<file path="src/gtc_pkg.sv">
// Shared types and codes for the glyph tag cache.
// Used by gtc_table and glyph_tag_cache_aging_replacement_top; depends on nothing.
`default_nettype none

package gtc_pkg;

  localparam int ENTRIES_DEF = 64;
  localparam int FACES_DEF   = 11;
  localparam int SLOT_W      = 6;

  localparam logic [20:0] BMP_MAX       = 21'h00FFFF;
  localparam logic [7:0]  CLOCK_RESTART = 8'd128;
  localparam logic [7:0]  CLOCK_LAST    = 8'hFF;

  // Request types.
  localparam logic [1:0] REQ_GLYPH = 2'd0;
  localparam logic [1:0] REQ_CLEAR = 2'd1;
  localparam logic [1:0] REQ_DONE  = 2'd2;

  // Entry states.
  localparam logic [1:0] ES_EMPTY   = 2'd0;
  localparam logic [1:0] ES_LOADING = 2'd1;
  localparam logic [1:0] ES_LOADED  = 2'd2;
  localparam logic [1:0] ES_FAILED  = 2'd3;

  // Result codes.
  localparam logic [2:0] ST_HIT      = 3'd0;
  localparam logic [2:0] ST_NON_BMP  = 3'd1;
  localparam logic [2:0] ST_BAD_FACE = 3'd2;
  localparam logic [2:0] ST_BUSY     = 3'd3;
  localparam logic [2:0] ST_RELOAD   = 3'd4;
  localparam logic [2:0] ST_MISS     = 3'd5;
  localparam logic [2:0] ST_CAPACITY = 3'd6;
  localparam logic [2:0] ST_ACK      = 3'd7;

  typedef struct packed {
    logic [1:0]  req_type;
    logic [20:0] codepoint;
    logic [3:0]  face;
    logic [7:0]  pin_bits;
    logic [7:0]  clear_mask;
    logic [5:0]  done_slot;
    logic        load_ok;
    logic        presenting;
  } in_t;

  typedef struct packed {
    logic [2:0] status;
    logic       ready_res;
    logic [5:0] slot;
  } out_t;

  typedef struct packed {
    logic [1:0]  st;
    logic [15:0] cp;
    logic [3:0]  face;
    logic [7:0]  age;
    logic [7:0]  pins;
  } entry_t;

endpackage

`default_nettype wire

</file>
<file path="src/gtc_table.sv">
// Entry table of the glyph tag cache: one synchronous RAM, one read and one write port.
// Per-entry valid bits make never-written entries read as all zero. Uses gtc_pkg.
`default_nettype none

module gtc_table #(
  parameter int ENTRIES = gtc_pkg::ENTRIES_DEF,
  parameter int IDX_W   = $clog2(ENTRIES)
) (
  input  wire                   clk,
  input  wire                   rst_n,
  input  wire                   wr_en,
  input  wire [IDX_W-1:0]       wr_addr,
  input  wire gtc_pkg::entry_t  wr_data,
  input  wire [IDX_W-1:0]       rd_addr,
  output gtc_pkg::entry_t       rd_data
);

  gtc_pkg::entry_t ram_r [ENTRIES];
  gtc_pkg::entry_t q_r;
  logic [ENTRIES-1:0] vld_r;
  logic qv_r;

  always_ff @(posedge clk) begin
    if (wr_en) begin
      ram_r[wr_addr] <= wr_data;
    end
    q_r <= ram_r[rd_addr];
  end

  always_ff @(posedge clk) begin
    if (!rst_n) begin
      vld_r <= '0;
      qv_r  <= 1'b0;
    end else begin
      if (wr_en) begin
        vld_r[wr_addr] <= 1'b1;
      end
      qv_r <= vld_r[rd_addr];
    end
  end

  assign rd_data = qv_r ? q_r : '0;

endmodule

`default_nettype wire

</file>
<file path="src/glyph_tag_cache_aging_replacement_top.sv">
// Glyph tag cache with aging replacement and pinning: sequencer over the entry table.
// Depends on gtc_pkg and gtc_table.
//
// Usage: drive in_data and raise start; the item is taken at a clock edge where busy
// is low. Every item gives exactly one result, shown on out_data for one cycle with
// out_valid high; the receiver cannot hold it off. There is no configuration port.
// Bad face, non-BMP code points, request type 3 and stale completion reports answer
// in the cycle after acceptance and leave busy low. A glyph request scans the whole
// table through the single RAM read port, one entry per cycle; when the aging clock
// wraps, a second pass halves every age before the entry is written. A clear request
// sweeps the table once; a matching completion report takes a read and a write.
// One item is worked on at a time; busy stays high until its result is out.
// A synchronous reset (rst_n low) empties the table through its valid bits, zeroes
// the aging clock and drops any outstanding load; no clearing pass is needed.
`default_nettype none

module glyph_tag_cache_aging_replacement_top #(
  parameter int ENTRIES = gtc_pkg::ENTRIES_DEF,
  parameter int FACES   = gtc_pkg::FACES_DEF
) (
  input  wire              clk,
  input  wire              rst_n,
  input  wire              start,
  output logic             busy,
  input  wire gtc_pkg::in_t in_data,
  output logic             out_valid,
  output gtc_pkg::out_t    out_data
);

  localparam int IDX_W = $clog2(ENTRIES);
  localparam int CNT_W = IDX_W + 1;
  localparam int CW    = ((IDX_W > gtc_pkg::SLOT_W) ? IDX_W : gtc_pkg::SLOT_W) + 1;

  localparam logic [2:0] S_IDLE   = 3'd0;
  localparam logic [2:0] S_SCAN   = 3'd1;
  localparam logic [2:0] S_DECIDE = 3'd2;
  localparam logic [2:0] S_HALVE  = 3'd3;
  localparam logic [2:0] S_WRITE  = 3'd4;
  localparam logic [2:0] S_CLR    = 3'd5;
  localparam logic [2:0] S_DRD    = 3'd6;
  localparam logic [2:0] S_DWR    = 3'd7;

  logic [2:0]       state_r, state_nxt;
  logic [CNT_W-1:0] cnt_r, cnt_nxt;
  logic             p_vld_r, p_vld_nxt;
  logic [IDX_W-1:0] p_idx_r, p_idx_nxt;
  logic [7:0]       age_clk_r, age_clk_nxt;
  logic             pend_r, pend_nxt;
  logic [IDX_W-1:0] pend_slot_r, pend_slot_nxt;
  logic             out_valid_r, out_valid_nxt;
  gtc_pkg::out_t    out_data_r, out_data_nxt;

  gtc_pkg::in_t     req_r, req_nxt;
  logic [IDX_W-1:0] tgt_r, tgt_nxt;
  gtc_pkg::entry_t  wdata_r, wdata_nxt;
  gtc_pkg::out_t    res_r, res_nxt;
  logic             found_r, found_nxt;
  logic [IDX_W-1:0] found_idx_r, found_idx_nxt;
  logic [1:0]       found_st_r, found_st_nxt;
  logic [7:0]       found_pins_r, found_pins_nxt;
  logic             emp_r, emp_nxt;
  logic [IDX_W-1:0] emp_idx_r, emp_idx_nxt;
  logic             vic_r, vic_nxt;
  logic [IDX_W-1:0] vic_idx_r, vic_idx_nxt;
  logic [7:0]       vic_age_r, vic_age_nxt;

  logic             wr_en;
  logic [IDX_W-1:0] wr_addr;
  gtc_pkg::entry_t  wr_data;
  logic [IDX_W-1:0] rd_addr;
  gtc_pkg::entry_t  e;

  logic             sweep;
  logic             rd_en;
  logic             last;
  logic [7:0]       tick_age;
  logic             wrap;
  logic [CW-1:0]    done_ext;
  logic             done_match;
  logic             ld_block;
  logic [IDX_W-1:0] sel_idx;

  function automatic logic [gtc_pkg::SLOT_W-1:0] slot_of(input logic [IDX_W-1:0] idx);
    logic [CW-1:0] x;
    x = CW'(idx);
    return x[gtc_pkg::SLOT_W-1:0];
  endfunction

  gtc_table #(
    .ENTRIES (ENTRIES),
    .IDX_W   (IDX_W)
  ) u_table (
    .clk     (clk),
    .rst_n   (rst_n),
    .wr_en   (wr_en),
    .wr_addr (wr_addr),
    .wr_data (wr_data),
    .rd_addr (rd_addr),
    .rd_data (e)
  );

  assign busy      = (state_r != S_IDLE);
  assign out_valid = out_valid_r;
  assign out_data  = out_data_r;

  assign sweep   = (state_r == S_SCAN) || (state_r == S_HALVE) || (state_r == S_CLR);
  assign rd_en   = sweep && (cnt_r < CNT_W'(ENTRIES));
  assign rd_addr = (state_r == S_DRD) ? tgt_r : cnt_r[IDX_W-1:0];
  assign last    = p_vld_r && (p_idx_r == IDX_W'(ENTRIES - 1));

  // The aging clock wraps from 255 to 128; a wrap halves every stored age first.
  assign wrap     = (age_clk_r == gtc_pkg::CLOCK_LAST);
  assign tick_age = wrap ? gtc_pkg::CLOCK_RESTART : age_clk_r + 8'd1;

  assign done_ext   = CW'(in_data.done_slot);
  assign done_match = pend_r && (done_ext == CW'(pend_slot_r)) && (done_ext < CW'(ENTRIES));
  assign ld_block   = pend_r || req_r.presenting;
  assign sel_idx    = emp_r ? emp_idx_r : vic_idx_r;

  always_comb begin
    state_nxt      = state_r;
    cnt_nxt        = rd_en ? cnt_r + CNT_W'(1) : cnt_r;
    p_vld_nxt      = rd_en;
    p_idx_nxt      = cnt_r[IDX_W-1:0];
    age_clk_nxt    = age_clk_r;
    pend_nxt       = pend_r;
    pend_slot_nxt  = pend_slot_r;
    out_valid_nxt  = 1'b0;
    out_data_nxt   = out_data_r;
    req_nxt        = req_r;
    tgt_nxt        = tgt_r;
    wdata_nxt      = wdata_r;
    res_nxt        = res_r;
    found_nxt      = found_r;
    found_idx_nxt  = found_idx_r;
    found_st_nxt   = found_st_r;
    found_pins_nxt = found_pins_r;
    emp_nxt        = emp_r;
    emp_idx_nxt    = emp_idx_r;
    vic_nxt        = vic_r;
    vic_idx_nxt    = vic_idx_r;
    vic_age_nxt    = vic_age_r;
    wr_en          = 1'b0;
    wr_addr        = p_idx_r;
    wr_data        = e;

    unique case (state_r)
      S_IDLE: begin
        if (start) begin
          req_nxt   = in_data;
          cnt_nxt   = '0;
          found_nxt = 1'b0;
          emp_nxt   = 1'b0;
          vic_nxt   = 1'b0;
          unique case (in_data.req_type)
            gtc_pkg::REQ_GLYPH: begin
              priority if ({1'b0, in_data.face} >= 5'(FACES)) begin
                out_valid_nxt          = 1'b1;
                out_data_nxt.status    = gtc_pkg::ST_BAD_FACE;
                out_data_nxt.ready_res = 1'b0;
                out_data_nxt.slot      = '0;
              end else if (in_data.codepoint > gtc_pkg::BMP_MAX) begin
                out_valid_nxt          = 1'b1;
                out_data_nxt.status    = gtc_pkg::ST_NON_BMP;
                out_data_nxt.ready_res = 1'b1;
                out_data_nxt.slot      = '0;
              end else begin
                state_nxt = S_SCAN;
              end
            end
            gtc_pkg::REQ_CLEAR: begin
              state_nxt = S_CLR;
            end
            gtc_pkg::REQ_DONE: begin
              if (done_match) begin
                tgt_nxt   = pend_slot_r;
                state_nxt = S_DRD;
              end else begin
                out_valid_nxt          = 1'b1;
                out_data_nxt.status    = gtc_pkg::ST_ACK;
                out_data_nxt.ready_res = 1'b0;
                out_data_nxt.slot      = in_data.done_slot;
              end
            end
            default: begin
              out_valid_nxt          = 1'b1;
              out_data_nxt.status    = gtc_pkg::ST_ACK;
              out_data_nxt.ready_res = 1'b0;
              out_data_nxt.slot      = '0;
            end
          endcase
        end
      end

      S_SCAN: begin
        if (p_vld_r) begin
          if (!found_r && (e.st != gtc_pkg::ES_EMPTY) &&
              (e.cp == req_r.codepoint[15:0]) && (e.face == req_r.face)) begin
            found_nxt      = 1'b1;
            found_idx_nxt  = p_idx_r;
            found_st_nxt   = e.st;
            found_pins_nxt = e.pins;
          end
          if (!emp_r && (e.st == gtc_pkg::ES_EMPTY)) begin
            emp_nxt     = 1'b1;
            emp_idx_nxt = p_idx_r;
          end
          // Strict compare keeps the lowest index among equal ages.
          if ((e.pins == 8'd0) && (!vic_r || (e.age < vic_age_r))) begin
            vic_nxt     = 1'b1;
            vic_idx_nxt = p_idx_r;
            vic_age_nxt = e.age;
          end
          if (last) begin
            state_nxt = S_DECIDE;
          end
        end
      end

      S_DECIDE: begin
        cnt_nxt = '0;
        priority if (found_r) begin
          tgt_nxt       = found_idx_r;
          age_clk_nxt   = tick_age;
          wdata_nxt.st   = found_st_r;
          wdata_nxt.cp   = req_r.codepoint[15:0];
          wdata_nxt.face = req_r.face;
          wdata_nxt.age  = tick_age;
          wdata_nxt.pins = found_pins_r | req_r.pin_bits;
          res_nxt.slot   = slot_of(found_idx_r);
          priority if ((found_st_r == gtc_pkg::ES_LOADED) ||
                       (found_st_r == gtc_pkg::ES_FAILED)) begin
            res_nxt.status    = gtc_pkg::ST_HIT;
            res_nxt.ready_res = 1'b1;
          end else if (ld_block) begin
            res_nxt.status    = gtc_pkg::ST_BUSY;
            res_nxt.ready_res = 1'b0;
          end else begin
            res_nxt.status    = gtc_pkg::ST_RELOAD;
            res_nxt.ready_res = 1'b0;
            pend_nxt          = 1'b1;
            pend_slot_nxt     = found_idx_r;
          end
          state_nxt = wrap ? S_HALVE : S_WRITE;
        end else if (ld_block || !(emp_r || vic_r)) begin
          out_valid_nxt          = 1'b1;
          out_data_nxt.status    = ld_block ? gtc_pkg::ST_BUSY : gtc_pkg::ST_CAPACITY;
          out_data_nxt.ready_res = 1'b0;
          out_data_nxt.slot      = '0;
          state_nxt              = S_IDLE;
        end else begin
          tgt_nxt           = sel_idx;
          age_clk_nxt       = tick_age;
          wdata_nxt.st      = gtc_pkg::ES_LOADING;
          wdata_nxt.cp      = req_r.codepoint[15:0];
          wdata_nxt.face    = req_r.face;
          wdata_nxt.age     = tick_age;
          wdata_nxt.pins    = req_r.pin_bits;
          res_nxt.status    = gtc_pkg::ST_MISS;
          res_nxt.ready_res = 1'b0;
          res_nxt.slot      = slot_of(sel_idx);
          pend_nxt          = 1'b1;
          pend_slot_nxt     = sel_idx;
          state_nxt         = wrap ? S_HALVE : S_WRITE;
        end
      end

      S_HALVE: begin
        if (p_vld_r) begin
          wr_en       = 1'b1;
          wr_data.age = {1'b0, e.age[7:1]};
          if (last) begin
            state_nxt = S_WRITE;
          end
        end
      end

      S_WRITE: begin
        wr_en         = 1'b1;
        wr_addr       = tgt_r;
        wr_data       = wdata_r;
        out_valid_nxt = 1'b1;
        out_data_nxt  = res_r;
        state_nxt     = S_IDLE;
      end

      S_CLR: begin
        if (p_vld_r) begin
          wr_en        = 1'b1;
          wr_data.pins = e.pins & ~req_r.clear_mask;
          if (last) begin
            out_valid_nxt          = 1'b1;
            out_data_nxt.status    = gtc_pkg::ST_ACK;
            out_data_nxt.ready_res = 1'b1;
            out_data_nxt.slot      = '0;
            state_nxt              = S_IDLE;
          end
        end
      end

      S_DRD: begin
        state_nxt = S_DWR;
      end

      S_DWR: begin
        wr_en                  = 1'b1;
        wr_addr                = tgt_r;
        wr_data.st             = req_r.load_ok ? gtc_pkg::ES_LOADED : gtc_pkg::ES_FAILED;
        pend_nxt               = 1'b0;
        out_valid_nxt          = 1'b1;
        out_data_nxt.status    = gtc_pkg::ST_ACK;
        out_data_nxt.ready_res = req_r.load_ok;
        out_data_nxt.slot      = req_r.done_slot;
        state_nxt              = S_IDLE;
      end

      default: begin
        state_nxt = S_IDLE;
      end
    endcase
  end

  always_ff @(posedge clk) begin
    if (!rst_n) begin
      state_r     <= S_IDLE;
      cnt_r       <= '0;
      p_vld_r     <= 1'b0;
      age_clk_r   <= '0;
      pend_r      <= 1'b0;
      pend_slot_r <= '0;
      out_valid_r <= 1'b0;
    end else begin
      state_r     <= state_nxt;
      cnt_r       <= cnt_nxt;
      p_vld_r     <= p_vld_nxt;
      age_clk_r   <= age_clk_nxt;
      pend_r      <= pend_nxt;
      pend_slot_r <= pend_slot_nxt;
      out_valid_r <= out_valid_nxt;
    end
  end

  always_ff @(posedge clk) begin
    p_idx_r      <= p_idx_nxt;
    out_data_r   <= out_data_nxt;
    req_r        <= req_nxt;
    tgt_r        <= tgt_nxt;
    wdata_r      <= wdata_nxt;
    res_r        <= res_nxt;
    found_r      <= found_nxt;
    found_idx_r  <= found_idx_nxt;
    found_st_r   <= found_st_nxt;
    found_pins_r <= found_pins_nxt;
    emp_r        <= emp_nxt;
    emp_idx_r    <= emp_idx_nxt;
    vic_r        <= vic_nxt;
    vic_idx_r    <= vic_idx_nxt;
    vic_age_r    <= vic_age_nxt;
  end

endmodule

`default_nettype wire
</file>
<file path="config.mk">
export PLATFORM = sky130hd
export DESIGN_NAME = glyph_tag_cache_aging_replacement_top
export DESIGN_NICKNAME = d
export VERILOG_FILES = /design/src/gtc_pkg.sv /design/src/gtc_table.sv /design/src/glyph_tag_cache_aging_replacement_top.sv
export SDC_FILE = /design/constraint.sdc
export NUM_CORES = 2
export LEC_CHECK = 0
export ABC_AREA = 1
export BUFFER_PORTS_ARGS = -buffer_cell sky130_fd_sc_hd__buf_2
export CAP_MARGIN = 10
export CELL_PAD_IN_SITES_DETAIL_PLACEMENT = 2
export CELL_PAD_IN_SITES_GLOBAL_PLACEMENT = 2
export CORE_MARGIN = 1
export CORE_UTILIZATION = 25
export DETAILED_ROUTE_END_ITERATION = 10
export PLACE_DENSITY = 0.52
export SLEW_MARGIN = 10
export SYNTH_ARGS = -nofsm -noshare
export SYNTH_HDL_FRONTEND = slang
export SYNTH_SLANG_ARGS = --single-unit
</file>
<file path="constraint.sdc">
create_clock -name clk -period 5.1 [get_ports clk]
set_clock_uncertainty 0.05 [all_clocks]
set_input_delay 0.765 -clock clk [delete_from_list [all_inputs] [get_ports clk]]
set_output_delay 0.765 -clock clk [all_outputs]
set_load 0.1 [all_outputs]
</file>
**Word-level counts from Yosys, hierarchy flattened**

Memories as Yosys holds them, arrays and structs flattened. A register that Yosys moved wholly into a read port is not among the register bits.
Cells that the tools add are included.

- Register bits after elaboration: 245
- Output and inout port bits: 12
- Memory bits (writable): 2432
- Memories kept: 1

Memory list:

| memory | depth | bits a word | read ports | clocked after Yosys merged registers in | wr ports | RTL line | RTL |
|---|---|---|---|---|---|---|---|
| u_table.ram_r | 64 | 38 | 1 | 1 | 1 | gtc_table.sv:18 | `gtc_pkg::entry_t ram_r [ENTRIES];` |

- Add/sub/neg operators: 2
- Magnitude comparators: 8
- Bitwise logic cells: 4
- Equal/unequal tests: 43
- Mux-type cells: 91
- Reduce and logical (&&, ||, !) cells: 46

Operator list:

| operator | number |
|---|---|
| $mux 38 | 3 |
| $mux 10 | 10 |
| $mux 6 | 11 |
| $or 64x64->64 | 1 |
| $pmux 10 s5 | 1 |
| $mux 3 | 14 |
| $mux 8 | 5 |
| $pmux 8 s2 | 2 |
| $pmux 10 s3 | 1 |
| $ne 2x2->1 const B | 14 |
| $mux 1 | 25 |
| $gt 21x16->1 const B | 1 |
| $lt 6x7->1 const B | 3 |
| $ne 3x3->1 const B | 7 |
| $pmux 3 s7 | 1 |
| $mux 20 | 1 |
| $reduce_and 4->1 | 5 |
| $eq 16x16->1 | 1 |
| $mux 7 | 2 |
| $pmux 7 s2 | 1 |
| $eq 3x3->1 const B | 4 |
| $pmux 6 s2 | 1 |
| $reduce_and 11->1 | 1 |
| $logic_and 1x1->1 | 10 |
| other kinds (41) | 69 |

**Depth between registers and ports, before layout**

- Depth in word-level cells: 8
- Depth in mapped cells: 16
- Mapped depth without buffers: 14

**By module**

From an unflattened synthesis, not the netlist that was laid out.

- Cell total of the unflattened synthesis: 9151
- Area total of the unflattened synthesis: 108744.3 µm²

Modules (own cells, without submodules):

| module | sequential area each (µm²) | instances | cells each | area an instance (µm²) |
|---|---|---|---|---|
| gtc_table | 75092.0 | 1 | 8366 | 100715.3 |
| glyph_tag_cache_aging_replacement_top | 5074.9 | 1 | 785 | 8029.0 |

**Worst setup path before layout**

Ideal clock, no wire load.

- Path kind: reg-to-reg
- From: reg state_r[1]
- To: mem u_table.ram_r[0][35] (netlist name), data pin
- Arrival: 3.815 ns
- Slack: 0.533 ns
- Stages on the path, launching flop included: 8
- Period minus slack after synthesis: 4.567 ns
- Required time: 4.348 ns
- Setup time: 0.702 ns
- Cells stage by stage: dfxtp_1 -> buf_4 -> nor2_1 -> nand2_1 -> clkinv_1 -> clkbuf_1 -> buf_1 -> o21ai_0

RTL lines:

| what | RTL line | RTL |
|---|---|---|
| from (decl) | glyph_tag_cache_aging_replacement_top.sv:43 | `logic [2:0] state_r, state_nxt;` |
| from (signal assigned) | glyph_tag_cache_aging_replacement_top.sv:333 | `state_r <= state_nxt;` |
| to (decl) | gtc_table.sv:18 |  |

**Worst setup path after layout**

- From: reg state_r[1]
- To: reg u_table.q_r[35] (netlist name)

- Longest elaborated chain between the ends: 2

Ends and longest elaborated chain:

| what | RTL line | RTL |
|---|---|---|
| $eq 3x3->1 | glyph_tag_cache_aging_replacement_top.sv:108 | `assign rd_addr = (state_r == S_DRD) ? tgt_r : cnt_r[IDX_W-1:0];` |
| $mux 6 | glyph_tag_cache_aging_replacement_top.sv:108 |  |

Every way passes these cells.
A chain may end at the register's enable or synchronous reset.

==> results.md <==
- Core Rows: 243
- DRT Pass-1 Iters: 5
- Arrival @ worst endpoint: 5.10 ns
- H-Tree Depth: 5
- Cts repair resizes: 0
- Cts bufs inserted: 330
- Lkg Pwr: 46.11 nW
- Sum Neg Setup Slack: 0 ns
- Area used by multi-input combinational logic: 24,240 µm²
- Number of synthesized flops with an enable pin: 2,579
- CP max FO: 80
- Post-Synth Simple-Gate Area: 0.1231
- P per Cell Area: 458.4 nW/µm²
- CTS Hold Bufs: 43
- Pre-CTS setup slack: 0.9178 ns
- Crit-path slowest cell: o21ai_4
- I/O pin total: 66
- Tot Pwr: 59.96 mW
- Critical path type: flop to flop
- Most used cell, CP: nand3_1
- Iteration-0 DRC Markers: 5,005
- Vias in the first global route: 79,140
- Reg clk slew, reported paths: 0.06 ns
- Via count: 73,606
- Largest family of logic cells by synthesized area: simple AND/OR/NAND/NOR gates
- GRT overflow: 0
- Synth cell types: 47
- Buf/Inv on CP: 3
- Class of the tightest hold or removal check: primary input to flop
- Post-synth ARST share: 0
- Status: finished, final reports clean
- Commonest non-fill, non-tap cell in the layout: edfxtp_1
- Fill cell count: 46,416
- Peak supply drop: 0.3143 mV
- Worst skew pair latency: 0.93 ns
- RSZ-0062 raised after global routing: false
- Deepest clock path buffer count: 4
- Syn-to-layout area delta: 18.19%
- Max-slew headroom: 0.1611
- Total Wirelength: 397,900 µm
- Seq/Total Area, Yosys: 0.7243
- Post-route ant nets: 0
- Register area: 80,170 µm²
- DR vias/cell: 4.749
- Synthesized instance count: 9,159
- Main synth FF type: edfxtp_1
- Max Fclk: 0.2318 GHz
- Setup Viol. Count Final: 0
- Die Height: 667.4 µm
- Root buf cell: clkbuf_16
- Post-Syn Area: 110,700 µm²
- Post-synthesis xor/xnor area fraction: 0.001108
- CP required: 5.89 ns
- Buffers inserted by post-CTS timing repair: 0
- Core area: 439,300 µm²
- Synth Area in Compound Gates: 0.08883
- Fin crit period: 4.313 ns
- Fin cells: 15,499
- Share of layout cells above drive strength 1: 0.1021
- Input/output buffers: 65
- Largest net degree at the start of global routing: 164
- Setup crit end kind: flop
- CP Cell Sequence: nand3_4 -> o21ai_4 -> buf_12 -> buf_12 -> o21ai_0 -> inv_1 -> o21ai_0 -> nand3_1 -> nand3_1 -> nand3_1 -> nand3_1 -> nand2_1
- Global-route wire length before repair: 572,700 µm
- Most frequent cells in the layout: edfxtp_1, nand3_1, nand2_1
- Avg Synthesized Cell Area: 12.08 µm²
- Placed cells: 14,850
- Slowest cell delay on critical path: 0.80 ns
- Critical path launch point type: flop
- Post-synthesis mux area share: 0
- Final hold vios: 0
- #FFs+latches synth: 2,715
- Placer Congestion: 0.7707
- Die Span X: 667.4 µm
- Initial antenna violation count: 30
- Post-route DRC: 0
- WL per Instance: 25.67 µm
- Die area: 445,400 µm²
- Max Slew Vio Count: 0
- Adder and majority gate portion of the synthesized area: 0.001696
- CTS tree: built
- Final worst slack: 0.7868 ns
- Top delay family on crit path: simple AND/OR/NAND/NOR gates
- Nets: 9,414
- Worst slew pin tran: 1.258 ns
- Global-route usage over all layers: 0.1750
- Yosys warning total: 0
- Dpl hpwl: 239,800 µm
- Sink Count: 2,715
- Fin crit share: 0.8457
- Synthesized net count: 9,228
- Max_cap viols: 0
- Starting Density: 0.2519
[routing by layer]
metal	wire length [µm]	vias to the layer above	track usage
met5	13	-	0
met1	186300	39031	0.2411
li1	-	32910	-
met2	190000	1165	0.2965
met4	7846	2	0.03685
met3	13690	498	0.01878
[where the power goes]
| group | internal, mW | switching (mW) |
|---|---|---|
| Combinational | 2.59 | 7.85 |
| Sequential | 25.9 | 0.650 |
| Clock | 13.4 | 9.59 |
[final cells by class]
class | count | share of cell area
Timing Repair Buffer | 424 | 0.03396
Clock buffer | 449 | 0.07011
Sequential cell | 2715 | 0.6128
Clock inverter | 152 | 0.009469
Inverter | 1107 | 0.03196
Antenna cell | 5 | 0.00009565
Multi-Input combinational cell | 4767 | 0.1853
Tap cell | 5880 | 0.05624
[final timing paths]
check,start,to,slack [ns],depth (start not counted)
hold / removal,in_data[2],req_r[2]$_DFFE_PP_,0.1,1
setup / recovery,state_r[1]$_SDFFE_PN0P_,u_table.q_r[35]$_DFF_P_,0.79,12
setup reg to reg,state_r[1]$_SDFFE_PN0P_,u_table.q_r[35]$_DFF_P_,0.79,12
hold reg to reg,cnt_r[3]$_SDFF_PN0_,p_idx_r[3]$_DFF_P_,0.34,0
[per-stage QoR]
step                utilization  hold WS [ns]  area [µm²]
floorplan                     -        0.3144      110700
global placement         0.2730        0.3431      120000
detailed placement       0.2730        0.3460      120000
CTS                      0.2977       0.01136      130800
global route             0.2977       0.04323      130800
finish                   0.2977       0.09562      130800
[cells by family (layout without fill, tap and decap cells)]
logic type	Yosys count	after routing
buffers and inverters	1677	2132
xor gates and xnor gates	14	14
DFF	2715	2715
AOI/OAI and AO/OA	1588	1588
adders and majority gates	15	15
and+or+nand+nor	3150	3150
other	0	5
[state kept, by name (all words and copies together), names as in the netlist, 2 cells and up]
| register | cells |
|---|---|
| found_st_r | 2 |
| u_table.ram_r | 2432 |
| p_idx_r | 6 |
| age_clk_r | 8 |
| vic_idx_r | 6 |
| res_r | 10 |
| emp_idx_r | 6 |
| wdata_r | 38 |
| vic_age_r | 8 |
| u_table.vld_r | 64 |
| found_pins_r | 8 |
| req_r | 44 |
| tgt_r | 6 |
| u_table.q_r | 38 |
| state_r | 3 |
| found_idx_r | 6 |
| out_data | 10 |
| cnt_r | 7 |
| pend_slot_r | 6 |
[cell usage after synthesis (2+ instances only)]
library cell | number | area (µm²)
clkbuf_2 | 3 | 15.01
buf_4 | 9 | 67.56
nor4_1 | 4 | 25.02
dfxtp_1 | 136 | 2723
o311ai_0 | 5 | 43.79
o21ai_0 | 455 | 2277
buf_2 | 305 | 1526
a211oi_1 | 13 | 97.59
nor2_4 | 15 | 168.9
a21o_1 | 9 | 67.56
nand2_2 | 5 | 31.28
nor3b_1 | 3 | 22.52
buf_6 | 3 | 33.78
o21ai_2 | 7 | 61.31
inv_2 | 70 | 262.8
nor2_1 | 647 | 2429
a221oi_1 | 3 | 26.28
inv_1 | 1034 | 3881
o221ai_1 | 8 | 70.07
inv_4 | 2 | 12.51
o211ai_1 | 686 | 5150
clkbuf_1 | 207 | 777.0
xor2_1 | 7 | 61.31
nor2_2 | 4 | 25.02
or2_2 | 5 | 31.28
o21ai_1 | 279 | 1396
edfxtp_1 | 2579 | 77440
nand4_1 | 7 | 43.79
nand3_1 | 1237 | 6191
xnor2_1 | 7 | 61.31
buf_1 | 43 | 161.4
nor3_1 | 10 | 50.05
ha_1 | 15 | 187.7
nand2_1 | 1207 | 4531
a21oi_1 | 117 | 585.6
nand2_4 | 2 | 22.52
No activity file was read; power rests on OpenSTA's default activity.
